**src/hdl/tdf_pkg.sv**
```systemverilog
package tdf_pkg;

	localparam int MAX_RESULTS = 19;
	localparam int CNT_BITS    = $clog2(MAX_RESULTS + 1);

	typedef enum logic [6:0] {
		ST_IDLE  = 7'b0000001,
		ST_ENTRY = 7'b0000010,
		ST_SHIFT = 7'b0000100,
		ST_DIV   = 7'b0001000,
		ST_WAIT  = 7'b0010000,
		ST_TAIL  = 7'b0100000,
		ST_FLUSH = 7'b1000000
	} tdf_state_t;

endpackage

```
**src/hdl/tdf_div.sv**
```systemverilog
module tdf_div
	import tdf_pkg::*;
#(
	parameter int VALUE_BITS = 31,
	parameter int DIV_BITS   = 17
) (
	input  logic                  clk,
	input  logic                  arst_n,
	input  logic                  go,
	input  logic [VALUE_BITS-1:0] dividend,
	input  logic [DIV_BITS-1:0]   divisor,
	output logic                  done,
	output logic [VALUE_BITS-1:0] quotient,
	output logic [DIV_BITS-1:0]   remainder
);

	localparam int STEP_BITS = $clog2(VALUE_BITS + 1);

	logic [STEP_BITS-1:0]  step_q;
	logic                  done_q;
	logic [VALUE_BITS-1:0] quo_q;
	logic [DIV_BITS-1:0]   rem_q;
	logic [DIV_BITS-1:0]   dsr_q;

	logic [DIV_BITS:0] trial;
	logic [DIV_BITS:0] diff;
	logic              ge;

	// restoring division, one quotient bit per cycle
	assign trial = {rem_q, quo_q[VALUE_BITS-1]};
	assign diff  = trial - {1'b0, dsr_q};
	assign ge    = trial >= {1'b0, dsr_q};

	always_ff @(posedge clk or negedge arst_n) begin
		if (!arst_n) begin
			step_q <= '0;
			done_q <= 1'b0;
		end else begin
			done_q <= 1'b0;
			if (go) begin
				step_q <= STEP_BITS'(VALUE_BITS);
			end else if (step_q != '0) begin
				step_q <= step_q - 1'b1;
				done_q <= (step_q == STEP_BITS'(1));
			end
		end
	end

	always_ff @(posedge clk) begin
		if (go) begin
			quo_q <= dividend;
			rem_q <= '0;
			dsr_q <= divisor;
		end else if (step_q != '0) begin
			quo_q <= {quo_q[VALUE_BITS-2:0], ge};
			rem_q <= ge ? diff[DIV_BITS-1:0] : trial[DIV_BITS-1:0];
		end
	end

	assign done      = done_q;
	assign quotient  = quo_q;
	assign remainder = rem_q;

endmodule

```
**src/hdl/trial_division_factorizer_top.sv**
```systemverilog
// Input of 0 or 1: the start transfer moves the sequencer to ST_ENTRY, which
// raises the registered valid with no_factor set. Otherwise each odd trial
// divisor uses the shared bit-serial divider; ST_SHIFT strips trailing zeros.
// Throughput: one number per run; the next start transfer can land at the edge
// that ends the cycle of the last result. start is taken only while busy is low.
// Reset: arst_n clears the sequencer to idle and valid low; no transfer is invented.
// The receiver cannot stall: each result shows on valid for one cycle.
module trial_division_factorizer_top
	import tdf_pkg::*;
#(
	parameter int VALUE_BITS = 31
) (
	input  logic                  clk,
	input  logic                  arst_n,
	input  logic                  start,
	output logic                  busy,
	input  logic [VALUE_BITS-1:0] number,
	output logic                  valid,
	output logic [VALUE_BITS-1:0] factor,
	output logic                  last,
	output logic                  no_factor
);

	localparam int DIV_BITS = (VALUE_BITS + 1) / 2 + 1;

	tdf_state_t            state_q;
	logic [VALUE_BITS-1:0] rem_q;
	logic [DIV_BITS-1:0]   div_q;
	logic [VALUE_BITS-1:0] pend_q;
	logic                  pend_valid_q;
	logic [CNT_BITS-1:0]   count_q;

	logic                  valid_q;
	logic [VALUE_BITS-1:0] factor_q;
	logic                  last_q;
	logic                  no_factor_q;

	logic                  div_go;
	logic                  div_done;
	logic [VALUE_BITS-1:0] div_quo;
	logic [DIV_BITS-1:0]   div_rem;

	logic                  past_root;
	logic                  divides;
	logic                  emit;
	logic [VALUE_BITS-1:0] emit_factor;
	logic                  emit_last;
	logic                  emit_nf;

	assign div_go = (state_q == ST_DIV);

	tdf_div #(
		.VALUE_BITS (VALUE_BITS),
		.DIV_BITS   (DIV_BITS)
	) u_div (
		.clk       (clk),
		.arst_n    (arst_n),
		.go        (div_go),
		.dividend  (rem_q),
		.divisor   (div_q),
		.done      (div_done),
		.quotient  (div_quo),
		.remainder (div_rem)
	);

	// divisor > remaining / divisor ends the trial loop
	assign past_root = VALUE_BITS'(div_q) > div_quo;
	assign divides   = (div_rem == '0);

	always_comb begin
		emit        = 1'b0;
		emit_factor = pend_q;
		emit_last   = 1'b0;
		emit_nf     = 1'b0;
		case (state_q)
			ST_ENTRY: begin
				if (rem_q < VALUE_BITS'(2)) begin
					emit        = 1'b1;
					emit_factor = '0;
					emit_last   = 1'b1;
					emit_nf     = 1'b1;
				end
			end
			ST_WAIT: begin
				emit = div_done && !past_root && divides && pend_valid_q;
			end
			ST_TAIL: begin
				emit = (rem_q > VALUE_BITS'(2)) && pend_valid_q;
			end
			ST_FLUSH: begin
				emit      = 1'b1;
				emit_last = 1'b1;
			end
			default: begin
				emit = 1'b0;
			end
		endcase
	end

	always_ff @(posedge clk or negedge arst_n) begin
		if (!arst_n) begin
			state_q      <= ST_IDLE;
			rem_q        <= '0;
			div_q        <= DIV_BITS'(3);
			pend_q       <= '0;
			pend_valid_q <= 1'b0;
			count_q      <= '0;
			valid_q      <= 1'b0;
		end else begin
			valid_q <= emit;
			case (state_q)
				ST_IDLE: begin
					if (start) begin
						rem_q        <= number;
						div_q        <= DIV_BITS'(3);
						count_q      <= '0;
						pend_valid_q <= 1'b0;
						state_q      <= ST_ENTRY;
					end
				end
				ST_ENTRY: begin
					if (rem_q < VALUE_BITS'(2)) begin
						state_q <= ST_IDLE;
					end else if (!rem_q[0]) begin
						pend_q       <= VALUE_BITS'(2);
						pend_valid_q <= 1'b1;
						count_q      <= CNT_BITS'(1);
						state_q      <= ST_SHIFT;
					end else begin
						state_q <= ST_DIV;
					end
				end
				ST_SHIFT: begin
					if (!rem_q[0]) begin
						rem_q <= rem_q >> 1;
					end else begin
						state_q <= ST_DIV;
					end
				end
				ST_DIV: begin
					state_q <= ST_WAIT;
				end
				ST_WAIT: begin
					if (div_done) begin
						if (past_root) begin
							state_q <= ST_TAIL;
						end else if (divides) begin
							pend_q       <= VALUE_BITS'(div_q);
							pend_valid_q <= 1'b1;
							count_q      <= count_q + 1'b1;
							rem_q        <= div_quo;
							if (count_q + 1'b1 == CNT_BITS'(MAX_RESULTS)) begin
								state_q <= ST_FLUSH;
							end else begin
								state_q <= ST_DIV;
							end
						end else begin
							div_q   <= div_q + DIV_BITS'(2);
							state_q <= ST_DIV;
						end
					end
				end
				ST_TAIL: begin
					if (rem_q > VALUE_BITS'(2)) begin
						pend_q       <= rem_q;
						pend_valid_q <= 1'b1;
					end
					state_q <= ST_FLUSH;
				end
				ST_FLUSH: begin
					pend_valid_q <= 1'b0;
					state_q      <= ST_IDLE;
				end
				default: begin
					state_q <= ST_IDLE;
				end
			endcase
		end
	end

	always_ff @(posedge clk) begin
		if (emit) begin
			factor_q    <= emit_factor;
			last_q      <= emit_last;
			no_factor_q <= emit_nf;
		end
	end

	assign busy      = (state_q != ST_IDLE);
	assign valid     = valid_q;
	assign factor    = factor_q;
	assign last      = last_q;
	assign no_factor = no_factor_q;

	a_end_of_run: assert property (@(posedge clk) disable iff (!arst_n)
		$fell(busy) |-> valid && last)
		else $error("run ended without a last transfer");

	a_last_idle: assert property (@(posedge clk) disable iff (!arst_n)
		valid && last |-> !busy)
		else $error("last transfer while still busy");

	a_no_factor: assert property (@(posedge clk) disable iff (!arst_n)
		valid && no_factor |-> last && factor == '0)
		else $error("bad no-factor transfer");

	a_odd_divisor: assert property (@(posedge clk) disable iff (!arst_n)
		busy |-> div_q[0])
		else $error("trial divisor is even");

	a_flush_pending: assert property (@(posedge clk) disable iff (!arst_n)
		state_q == ST_FLUSH |-> pend_valid_q)
		else $error("flush with no pending factor");

endmodule

```
**config.mk**
```make
export PLATFORM = sky130hd
export DESIGN_NAME = trial_division_factorizer_top
export DESIGN_NICKNAME = d
export VERILOG_FILES = /design/src/hdl/tdf_pkg.sv /design/src/hdl/tdf_div.sv /design/src/hdl/trial_division_factorizer_top.sv
export SDC_FILE = /design/constraint.sdc
export NUM_CORES = 1
export LEC_CHECK = 0
export BUFFER_PORTS_ARGS = -buffer_cell sky130_fd_sc_hd__buf_2
export CELL_PAD_IN_SITES_DETAIL_PLACEMENT = 1
export CELL_PAD_IN_SITES_GLOBAL_PLACEMENT = 2
export CORE_UTILIZATION = 37
export DETAILED_ROUTE_END_ITERATION = 7
export PLACE_DENSITY = 0.75
export SYNTH_ARGS = -nofsm -noshare
export SYNTH_HDL_FRONTEND = slang
export SYNTH_HIERARCHICAL = 1
export SYNTH_SLANG_ARGS = --single-unit
```
**constraint.sdc**
```tcl
create_clock -name clk -period 3.55 [get_ports clk]
set_input_delay 0.355 -clock clk [delete_from_list [all_inputs] [get_ports clk]]
set_output_delay 0.355 -clock clk [all_outputs]
set_load 0.005 [all_outputs]
```
After elaboration in Yosys (flattened, before gate mapping). Cells that the tools add are included.

Register bits after elaboration: 197. Bits of input ports: 34. Output and inout bits: 35. Logic and storage cells: 118.

$add $sub $neg: 4. Magnitude comparators: 4. Eq/ne operators: 20. Mux-type cells: 54. Reduce and logical (&&, ||, !) cells: 20.

Operator list (count): $mux W31 (15); $pmux W31 S3 (2); $mux W17 (5); $mux W7 (6); $pmux W7 S6 (1); $mux W5 (8); $pmux W17 S2 (1); $gt A17 B31 Y1 (1); $gt A31 B2 Y1 const B (1); $lt A31 B2 Y1 const B (1); $ge A18 B17 Y1 (1); $ne A2 B2 Y1 const B (9); $add A17 B2 Y17 const B (1); $logic_not A17 Y1 (1); $sub A17 B17 Y17 (1); $pmux W5 S3 (1); $reduce_and A7 Y1 (2); $mux W1 (10); $reduce_and A5 Y1 (2); $reduce_bool A5 Y1 (2); $reduce_bool A3 Y1 (3); $mux W4 (2); $reduce_and A8 Y1 (1); $eq A7 B1 Y1 const B (1); 20 further kinds (24).

Longest topological paths before layout. Gate-level depths: netlist of the first run.

Depth in word-level cells: 7. Mapped depth: 12. Depth with buffers taken out: 10.

Cells and area by module. The synthesis of the first run kept the hierarchy.

Modules (own cells, without submodules): trial_division_factorizer_top (instances 1, cells an instance 608, area each 6730.2 µm², sequential area each 3321.9 µm²); tdf_div (instances 1, cells an instance 355, area each 3880.0 µm², sequential area each 1931.9 µm²).

Least setup slack after synthesis of the first run. OpenSTA, ideal clock, no wires.

Path type: flip-flop to flip-flop. From: register div_q[13]. To: register factor_q[0], in the netlist factor[0], enable pin. Setup time: 390 ps. Data arrival time: 2911 ps. Required time: 3160 ps. Path slack: 249 ps. Cell stages (with the launch flop): 9. Buffers on the path: 1. Clock period less this slack: 3301 ps. Cells stage by stage: dfrtp_1 ha_1 a21oi_1 nand2_1 a221oi_1 a311oi_1 clkbuf_1 o2bb2ai_1 a21o_1.

Word-level cells in the longest chain between the ends: 6.

Ends and longest elaborated chain: from (decl) (RTL line trial_division_factorizer_top.sv:28) `logic [DIV_BITS-1:0] div_q;`; from (signal assigned) (RTL line trial_division_factorizer_top.sv:158) `div_q <= div_q + DIV_BITS'(2);`; $gt A17 B31 Y1 (RTL line trial_division_factorizer_top.sv:67) `assign past_root = VALUE_BITS'(div_q) > div_quo;`; $logic_not A1 Y1 (RTL line trial_division_factorizer_top.sv:85) `emit = div_done && !past_root && divides && pend_valid_q;`; $logic_and A1 B1 Y1 (3 in series) (RTL line trial_division_factorizer_top.sv:85); $pmux W1 S4 (RTL line trial_division_factorizer_top.sv:75) `case (state_q)`; via emit (RTL line trial_division_factorizer_top.sv:45) `logic emit;`; to (signal assigned) (RTL line trial_division_factorizer_top.sv:183) `factor_q <= emit_factor;`; to (decl) (RTL line trial_division_factorizer_top.sv:34) `logic [VALUE_BITS-1:0] factor_q;`.

The timed path passes the listed nets, and every way through them passes these cells. A chain may end at the register's enable or synchronous reset.

Final worst setup path of the first run.
From: register div_q[14]. To: register rem_q[9].

Word-level cells in the longest chain between the ends: 3.

Ends and longest elaborated chain: $gt A17 B31 Y1 (RTL line trial_division_factorizer_top.sv:67); $ne A2 B2 Y1 (no line); $reduce_and A6 Y1 (no line); to (signal assigned) (RTL line trial_division_factorizer_top.sv:114) `rem_q <= number;`; to (signal assigned) (RTL line trial_division_factorizer_top.sv:135) `rem_q <= rem_q >> 1;`; to (signal assigned) (RTL line trial_division_factorizer_top.sv:151) `rem_q <= div_quo;`; to (decl) (RTL line trial_division_factorizer_top.sv:27) `logic [VALUE_BITS-1:0] rem_q;`.

Every way passes these cells.

==> impl_metrics.py, run 1 <==
metrics = {
    "status": {
        "status": "finished clean",
    },
    "cells_and_area": {
        "num_antenna_cells": 0,
        "drive_gt1_share_pct": 20.5,
        "nets": 1110,
        "syn_to_final_growth_pct": 14.3,
    },
    "setup_path": {
        "crit_path_start_kind": "register",
        "r2r_start": "div_q[14]$_DFFE_PN0P_",
        "crit_chain": "ha_1 > nand4_1 > or4_1 > o2111ai_2 > o221ai_2 > nor3_4 > buf_4 > mux2i_1",
        "slowest_stage": "or4_1",
        "r2r_slack_ps": 270,
        "critical_path_class": "reg -> reg",
        "reg2reg_to": "rem_q[9]$_DFFE_PN0P_",
        "crit_arrival_ps": 3650,
        "max_stage_delay_ps": 630,
        "reg2reg_depth": 8,
        "crit_path_max_fanout": 28,
        "endpoint_kind": "register",
        "cp.required_ps": 3910,
    },
    "timing": {
        "period_share_pct": 92.5,
        "rsz0062_at_grt": "no",
        "skew_ps": 20.5,
        "setup_tns_ps": 0,
        "finalCriticalPeriod_ps": 3280,
        "setup_viol": 0,
        "hold_slack_ps": 201,
        "final-hold-violation-count": 0,
        "slew_viol_final": 0,
        "max_slew_margin_pct": 44.3,
        "fmax_mhz": 304,
        "tightest_slew_ps": 832,
    },
    "global_route": {
        "gr-usage-met3_pct": 3.47,
        "gr-max-usage-layer": "met2",
        "grt_pass1_wl_um": 48100,
        "grt_use_met1_pct": 30.0,
        "grt_max_degree": 72,
        "overflow": 0,
        "grtUsageMet2_pct": 34.8,
        "antenna_found_initial": 0,
        "grt_usage_pct": 21.5,
        "grt_pass1_vias": 8379,
    },
    "die": {
        "die-area_um2": 29400,
        "start_util_pct": 37.9,
        "die_w_um": 171,
        "ioPinCount": 69,
        "die_h_um": 171,
        "rows": 61,
        "core_area_um2": 28000,
    },
    "hold_path": {
        "worst_hold_path_type": "in -> reg",
        "hold_depth": 3,
        "hold_path_end": "rem_q[23]$_DFFE_PN0P_",
        "min_from": "number[23]",
    },
    "routing": {
        "firstDrtPassIters": 8,
        "drt-initial-drc-count": 617,
        "finalWirelength_um": 30400,
        "routed-via-count": 8086,
        "drc_errors": 0,
        "drt-vias-per-instance": 5.67,
        "routedWlPerCell_um": 21.3,
        "ant_nets": 0,
    },
    "clock_network": {
        "cts_sinks": 197,
        "cts_buffers": 17,
        "clk_pin_slew_ps": 90,
        "cts_tree": "built",
        "cts_resized": 0,
        "h-tree-depth": 4,
        "cts_root_buffer": "clkbuf_16",
        "clockBufferDepth": 2,
        "postCtsHoldBufs": 1,
        "clk_latency_ps": 450,
        "postCtsSetupBuffers": 0,
    },
    "yosys": {
        "ys_seq_area_share_pct": 49.5,
        "synth_top_area_cell": "edfxtp_1",
        "dominantRegCellSynth": "dfrtp_1",
        "synth_top_area_share_pct": 22.9,
        "avgSynthCellArea_um2": 11.0,
        "synth-seq-cells": 197,
        "synth_area_leaders": "edfxtp_1 23%, dfrtp_1 23%, mux2_2 5.0%, ha_1 4.7%, mux2i_1 3.7%",
        "synthArstFlopShare_pct": 50.3,
        "yosys_warnings": 6,
        "netlist_area_um2": 10600,
        "synth_fp_nets": 1038,
        "ys_types": 85,
        "synthCells": 963,
        "synth_edf_count": 81,
    },
    "placement": {
        "gp_congestion": 0.805,
        "post-dp-hpwl_um": 21100,
        "io_buffers": 68,
    },
    "power": {
        "p_leak_nw": 5.14,
        "pwr_density_cell_nw_per_um2": 746,
        "ir_drop_uv": 349,
    },
    "run": {
        "max_cap_violations": 0,
    },
}
[worst max-delay path: cells and delay by family (launching register included)]
| family | cells | cell delay (ps) |
|---|---|---|
| compound gates | 2 | 510 |
| fa+ha+maj | 1 | 350 |
| buf+inv | 1 | 500 |
| flops | 1 | 460 |
| mux | 1 | 270 |
| simple gates | 3 | 1110 |
[per-stage QoR]
step / power, mW / instance area (µm²) / util, % / std cells / setup WS, ps
global route: 9.63 / 12100 / 43.3 / 1426 / 103
global placement: 6.99 / 11500 / 41.1 / 1393 / 424
CTS: 9.11 / 12100 / 43.3 / 1426 / 277
floorplan: 6.06 / 10600 / - / 963 / 249
detailed placement: 7.06 / 11500 / 41.1 / 1393 / 308
finish: 9.05 / 12100 / 43.3 / 1426 / 265
[registers in the layout (all words and copies together) (netlist names), 5 cells and up]
register and cells:
rem_q 31, u_div/step_q 5, pend_q 31, state_q 7
count_q 5, div_q 17, u_div/quotient 31, factor 31
u_div/remainder 17, u_div/dsr_q 17
[kinds of logic after synthesis]
logic type      after synthesis  synth area share, %
simple gates                294                 15.6
compound gates              201                 15.1
flops                       197                 49.5
buf+inv                     131                 5.15
mux                          88                 8.88
fa+ha+maj                    41                 4.91
xor+xnor                     11                0.908
[layout by cell type (no fill, tap or decap), types with 21 or more instances in the layout]
cell type and count:
mux2i_1 39, a22o_1 29, nor3_1 24, a222oi_1 29, nand3_1 24, nor2b_1 32, nand2_1 56, edfxtp_1 81
buf_2 67, inv_1 78, mux2_2 47, nor4_1 21, buf_4 34, a21oi_1 38, dfrtp_1 96, nor2_1 40
ha_1 40
[cell type report]
type / count / area [µm²]
Clock inverter: 14 / 183
Inverter: 79 / 297
Multi-Input combinational cell: 635 / 4830
Sequential cell: 197 / 5250
Tap cell: 378 / 473
Timing Repair Buffer: 105 / 661
Fill cell: 3084 / 15900
Clock buffer: 18 / 429
[metal layers]
metal	up-vias	part of all wire, %
li1	3791	-
met1	4113	48
met2	155	48
met3	27	3.4
met4	0	1.1
met5	-	0
[where the power goes]
group          leakage (nW)  internal, mW  switching (mW)  total, mW
clock network         0.293         0.962            1.03       1.99
logic                  2.68          1.43            1.93       3.36
registers              2.17          3.01           0.684       3.69
[Yosys cell counts, types with 29 or more instances]
cell type,number
a222oi_1,29
ha_1,40
inv_1,79
a22o_1,29
mux2i_1,39
nand2_1,56
a21oi_1,39
nor2b_1,32
mux2_2,47
nor2_1,41
edfxtp_1,81
clkbuf_1,33
dfrtp_1,96
[worst max path at each step]
stage | from | to | cells after the start
2_1_floorplan | div_q[13]$_DFFE_PN0P_ | factor[0]$_DFFE_PP_ | 8
3_3_place_gp | div_q[13]$_DFFE_PN0P_ | rem_q[13]$_DFFE_PN0P_ | 8
3_5_place_dp | div_q[14]$_DFFE_PN0P_ | rem_q[9]$_DFFE_PN0P_ | 8
4_1_cts | div_q[13]$_DFFE_PN0P_ | rem_q[9]$_DFFE_PN0P_ | 8
5_1_grt | div_q[13]$_DFFE_PN0P_ | rem_q[29]$_DFFE_PN0P_ | 8
6_report | div_q[14]$_DFFE_PN0P_ | rem_q[9]$_DFFE_PN0P_ | 8
Power figures use the tool's default switching activity.
==> run 2: changes to the inputs <==
==> constraint.sdc (replaced) <==
create_clock -name clk -period 2.9 [get_ports clk]
set_input_delay 0.58 -clock clk [delete_from_list [all_inputs] [get_ports clk]]
set_output_delay 0.58 -clock clk [all_outputs]
set_load 0.005 [all_outputs]
==> run 2 against run 1 <==
Count of clock-buffer cells in the layout unchanged. Global-route usage up 0.45 points. First-iteration DRC count down 13%. Combinational power up 40%. Via count up 2.7%. Critical path type unchanged.
==> impl_metrics.py, run 2 (synthesized netlist as in run 1, its figures left out) <==
metrics = {
    "timing": {
        "max_slew_margin_pct": 48.6,
        "slew_viol_final": 0,
        "period_share_pct": 99.8,
        "skew_ps": 16.0,
        "tightest_slew_ps": 768,
        "setup_viol": 0,
        "rsz0062_at_grt": "yes",
        "finalCriticalPeriod_ps": 2890,
        "hold_slack_ps": 115,
        "final-hold-violation-count": 0,
        "fmax_mhz": 345,
    },
    "power": {
        "p_int_mw": 7.04,
        "pwr-share-comb_pct": 40.3,
        "power.switching_mw": 4.64,
        "p_leak_nw": 5.36,
        "power_frac_seq_pct": 38.6,
        "p_clk_share_pct": 21.1,
        "ir_drop_uv": 401,
        "p_sw_share_pct": 39.7,
        "pwr_density_cell_nw_per_um2": 924,
    },
    "cells_and_area": {
        "fin_area_um2": 12600,
        "layout_common_cells": "96 x dfrtp_1, 81 x edfxtp_1, 76 x inv_1",
        "syn_to_final_growth_pct": 19.0,
        "nets": 1147,
        "layout_commonest_cell": "dfrtp_1",
        "drive_gt1_share_pct": 24.6,
        "num_antenna_cells": 0,
        "final_core_util_pct": 45.1,
        "nFillCells": 3037,
    },
    "setup_path": {
        "endpoint_kind": "register",
        "cp.required_ps": 3010,
        "crit_path_start_kind": "register",
        "crit_path_max_fanout": 17,
        "crit_arrival_ps": 3000,
        "critical_path_class": "reg -> reg",
    },
    "die": {
        "die_h_um": 171,
        "die_w_um": 171,
        "ioPinCount": 69,
        "core_area_um2": 28000,
        "start_util_pct": 37.9,
        "rows": 61,
        "die-area_um2": 29400,
    },
    "placement": {
        "dpl_cell_area_um2": 11800,
        "io_buffers": 68,
        "gp_congestion": 0.832,
        "post-dp-hpwl_um": 21500,
    },
    "global_route": {
        "grt_pass1_vias": 8444,
        "overflow": 0,
        "grt_pass1_wl_um": 48800,
        "grt_usage_pct": 22.0,
        "antenna_found_initial": 0,
        "grt_max_degree": 49,
    },
    "routing": {
        "drt-vias-per-instance": 5.68,
        "ant_nets": 0,
        "drt-initial-drc-count": 536,
        "route.met3.wl_um": 1080,
        "routedWlPerCell_um": 21.5,
        "finalWirelength_um": 31400,
        "drc_errors": 0,
        "route.met2.wl_um": 15300,
        "routed-via-count": 8303,
        "firstDrtPassIters": 7,
        "met1_length_um": 14700,
        "dr.max_layer_used": "met4",
    },
    "clock_network": {
        "cts_sinks": 197,
        "cts_root_buffer": "clkbuf_16",
        "cts_buffers": 17,
        "clockBufferDepth": 2,
        "clk_pin_slew_ps": 90,
        "cts_tree": "built",
        "clk_latency_ps": 450,
        "h-tree-depth": 4,
        "postCtsHoldBufs": 0,
    },
    "status": {
        "status": "finished clean",
    },
    "hold_path": {
        "worst_hold_path_type": "in -> async",
    },
    "run": {
        "max_cap_violations": 0,
    },
}
[run 2: cell types whose count changed in the layout (fill, tap and decap cells not counted), sizes merged]
cell / delta
dlygate4sd3: -1
a21o: +1
o211a: +1
buf: +36
clkinv: -2
clkinvlp: +2
[run 2: final timing paths]
kind | from | endpoint | slack [ps] | cells after the start
min reg2reg | pend_q[11]$_DFFE_PN0P_ | pend_q[11]$_DFFE_PN0P_ | 490 | 1
max in group asynchronous | arst_n | state_q[0]$_DFFE_PN1P_ | 2030 | 2
min | arst_n | pend_q[15]$_DFFE_PN0P_ | 110 | 1
max | u_div/quotient[12]$_DFFE_PP_ | factor[6]$_DFFE_PP_ | 5 | 8
min in group clk | number[25] | rem_q[25]$_DFFE_PN0P_ | 430 | 3
max reg2reg | u_div/quotient[12]$_DFFE_PP_ | factor[6]$_DFFE_PP_ | 5 | 8
[run 2: per-stage QoR]
step	worst slack [ps]	TNS (ps)	power (mW)	instances
after floorplan	40.9	0	7.42	963
after global placement	12.4	0	8.78	1419
after detailed placement	-58.5	-831	8.91	1419
after CTS	12.8	0	11.7	1458
after global routing	-68.4	-1270	12.4	1463
final	5.06	0	11.7	1463
[run 2: metal layers]
layer,vias to the layer above,track usage (%)
met3,24,2.99
met2,174,36.2
met1,4247,30.5
li1,3858,-
met4,0,4.85
met5,-,0
[run 2: repair_timing]
item                                    in CTS  in global routing
resized for setup                            5                 15
cloned                                       2                  1
pin swaps                                    3                  6
hold endpoints to repair                     0                  0
endpoints found under the setup margin      45                 91
setup buffers                                5                  4
[run 2: worst max-delay path, cell delays in order (launching register included)]
cell,delay [ps]
edfxtp_1,370
inv_1,60
ha_1,320
nand4_1,220
nor4_1,490
and3_1,240
a311oi_2,70
o2bb2ai_1,390
a21o_4,400
[run 2: cell type report]
class | instances | area [µm²] | area share, %
Timing Repair Buffer | 140 | 1020 | 8.07
Clock inverter | 14 | 178 | 1.41
Tap cell | 378 | 473 | 3.75
Multi-Input combinational cell | 637 | 4970 | 39.4
Inverter | 79 | 304 | 2.41
Sequential cell | 197 | 5250 | 41.6
Clock buffer | 18 | 429 | 3.40
[run 2: power groups by stage]
stage          Sequential, mW  Combinational (mW)  Clock, mW
2_1_floorplan            4.21                3.21          0
3_3_place_gp             4.53                4.25          0
3_5_place_dp             4.54                4.37          0
4_1_cts                  4.48                4.65       2.52
5_1_grt                  4.61                5.18       2.61
6_report                 4.51                4.70       2.46
==> run 3: changes to the inputs <==
--- a/config.mk
+++ b/config.mk
@@ -5,12 +5,13 @@
 export SDC_FILE = /design/constraint.sdc
 export NUM_CORES = 1
 export LEC_CHECK = 0
+export ABC_AREA = 1
 export BUFFER_PORTS_ARGS = -buffer_cell sky130_fd_sc_hd__buf_2
 export CELL_PAD_IN_SITES_DETAIL_PLACEMENT = 1
 export CELL_PAD_IN_SITES_GLOBAL_PLACEMENT = 2
-export CORE_UTILIZATION = 37
+export CORE_UTILIZATION = 33
 export DETAILED_ROUTE_END_ITERATION = 7
-export PLACE_DENSITY = 0.75
+export PLACE_DENSITY = 0.76
 export SYNTH_ARGS = -nofsm -noshare
 export SYNTH_HDL_FRONTEND = slang
 export SYNTH_HIERARCHICAL = 1
==> run 3 against run 2 <==
Worst hold slack got worse by 17 ps. First-iteration DRC count rose by 16%. Critical path depth rose by 7. Power rose by 4.2%. Worst setup slack improved by 290 ps. Combinational power rose by 8.1%. Area after synthesis rose by 8.6%. Global-route usage fell by 0.43 points. Count of clock-buffer cells in the layout fell by 1. Cell count rose by 39%. Cell area rose by 3.2%. Register-to-register slack improved by 290 ps. Critical endpoint is now pend_q[19]$_DFFE_PN0P_.
==> impl_metrics.py, run 3 <==
metrics = {
    "setup_path": {
        "slowest_stage": "dfrtp_1",
        "cp.required_ps": 3300,
        "crit_path_max_fanout": 32,
        "critical_path_class": "reg -> reg",
        "crit_path_start_kind": "register",
        "crit_top_cell": "nand2_1",
        "endpoint_kind": "register",
        "crit_arrival_ps": 3010,
        "crit_chain": "ha_1 > nand2_1 > nor2_1 > nand2_1 > nor2_1 > nor2_1 > nand2_1 > nand2_1 > nand2_1 > nand2_1 > nand2_1 > nand2_2 > nand2_4 > nand2_1 > nand2_1",
        "max_stage_delay_ps": 470,
    },
    "yosys": {
        "yosysMostFrequentCell": "nand2_1",
        "synthCells": 1502,
        "synth_top_area_cell": "edfxtp_1",
        "synth_edf_count": 81,
        "synth-seq-cells": 197,
        "avgSynthCellArea_um2": 7.67,
        "synthArstFlopShare_pct": 50.3,
        "yosys-top-cells-count": "545 x nand2_1, 180 x inv_1, 126 x nor2_1",
        "ys_seq_area_share_pct": 45.6,
        "ys_types": 57,
        "yosys_warnings": 6,
        "synth_top_area_share_pct": 21.1,
        "synth_fp_nets": 1577,
        "netlist_area_um2": 11500,
        "synth_area_leaders": "edfxtp_1 21%, dfrtp_1 21%, nand2_1 18%, inv_1 5.9%, nand3_1 4.8%",
        "dominantRegCellSynth": "dfrtp_1",
    },
    "cells_and_area": {
        "nets": 1641,
        "num_antenna_cells": 0,
        "syn_to_final_growth_pct": 13.1,
        "layout_commonest_cell": "nand2_1",
        "multi_input_area_um2": 5230,
        "nFillCells": 4261,
        "layout_common_cells": "545 x nand2_1, 180 x inv_1, 125 x nor2_1",
        "drive_gt1_share_pct": 11.6,
        "regArea_um2": 5250,
    },
    "run": {
        "max_cap_violations": 0,
    },
    "timing": {
        "period_share_pct": 90.0,
        "fmax_mhz": 383,
        "tightest_slew_ps": 661,
        "setup_tns_ps": 0,
        "skew_ps": 18.4,
        "hold_slack_ps": 98.2,
        "rsz0062_at_grt": "no",
        "max_slew_margin_pct": 55.6,
        "final-hold-violation-count": 0,
        "slew_viol_final": 0,
        "fin_ws_ps": 290,
        "setup_viol": 0,
        "finalCriticalPeriod_ps": 2610,
    },
    "placement": {
        "io_buffers": 68,
        "gp_congestion": 0.886,
        "dp_worst_setup_slack_ps": 313,
        "post-dp-hpwl_um": 27000,
    },
    "routing": {
        "ant_nets": 0,
        "finalWirelength_um": 36700,
        "firstDrtPassIters": 5,
        "drt-vias-per-instance": 5.02,
        "drc_errors": 0,
        "drt-initial-drc-count": 621,
        "routedWlPerCell_um": 18.0,
        "routed-via-count": 10200,
    },
    "die": {
        "die_w_um": 189,
        "rows": 68,
        "core_area_um2": 34500,
        "ioPinCount": 69,
        "die-area_um2": 35700,
        "die_h_um": 189,
        "start_util_pct": 33.4,
    },
    "clock_network": {
        "cts_buffers": 17,
        "cts_resized": 0,
        "clk_latency_ps": 460,
        "postCtsHoldBufs": 0,
        "h-tree-depth": 4,
        "cts_sinks": 197,
        "postCtsSetupBuffers": 0,
        "cts_root_buffer": "clkbuf_16",
        "clk_pin_slew_ps": 90,
        "cts_tree": "built",
        "clockBufferDepth": 2,
    },
    "power": {
        "p_leak_nw": 6.34,
        "pwr_density_cell_nw_per_um2": 934,
        "totalPowerFinal_mw": 12.2,
        "ir_drop_uv": 566,
    },
    "global_route": {
        "grt_max_degree": 51,
        "grt_pass1_vias": 10500,
        "overflow": 0,
        "antenna_found_initial": 0,
        "grt_pass1_wl_um": 59400,
        "grt_usage_pct": 21.5,
    },
    "hold_path": {
        "worst_hold_path_type": "in -> async",
    },
    "status": {
        "status": "finished clean",
    },
}
## run 3: where the power goes
part           switching [mW]  total [mW]  internal [mW]
clock                    1.22        2.53           1.32
sequential              0.820        4.56           3.74
combinational            3.45        5.08           1.63
total                    5.48        12.2           6.68
## run 3: layout make-up
type	count	area share, %
Sequential cell	197	40.3
Multi-Input combinational cell	1056	40.2
Clock buffer	17	3.27
Timing Repair Buffer	101	4.82
Tap cell	455	4.37
Clock inverter	15	1.44
Inverter	193	5.60
## run 3: worst paths after layout
check / from / end / slack [ps] / cells after the start
worst max-delay path: div_q[14]$_DFFE_PN0P_ / pend_q[19]$_DFFE_PN0P_ / 290 / 15
worst max register to register: div_q[14]$_DFFE_PN0P_ / pend_q[19]$_DFFE_PN0P_ / 290 / 15
max in group asynchronous: arst_n / pend_q[25]$_DFFE_PN0P_ / 2040 / 2
min in group clk: start / state_q[1]$_DFFE_PN0P_ / 400 / 3
worst min register to register: pend_q[20]$_DFFE_PN0P_ / pend_q[20]$_DFFE_PN0P_ / 470 / 2
worst min-delay path: arst_n / count_q[3]$_DFFE_PN0P_ / 100 / 1
## run 3: metal layers
metal | wire [µm] | global-route usage, %
met1 | 17900 | 30.4
met2 | 16800 | 34.4
met3 | 1460 | 3.35
met4 | 516 | 5.33
met5 | 0 | 0
## run 3: metrics by stage
step	area [µm²]	cells	util [%]
final	13000	2034	37.8
after global placement	12400	2002	36.0
after global routing	13000	2034	37.8
after CTS	13000	2034	37.8
after detailed placement	12400	2002	36.0
after floorplan	11500	1502	-
## run 3: cells by family after synthesis
| family | Yosys count | share of synthesized area (%) |
|---|---|---|
| xor gates and xnor gates | 21 | 1.60 |
| DFF | 197 | 45.6 |
| and+or+nand+nor | 901 | 33.9 |
| AOI/OAI and AO/OA | 93 | 5.27 |
| buffers and inverters | 249 | 9.14 |
| adders and majority gates | 41 | 4.52 |
## run 3: critical path: cells and delay by family, from the launching register on
kind / cells / cell delay [ps]
simple gates: 14 / 1740
flops: 1 / 470
fa+ha+maj: 1 / 340
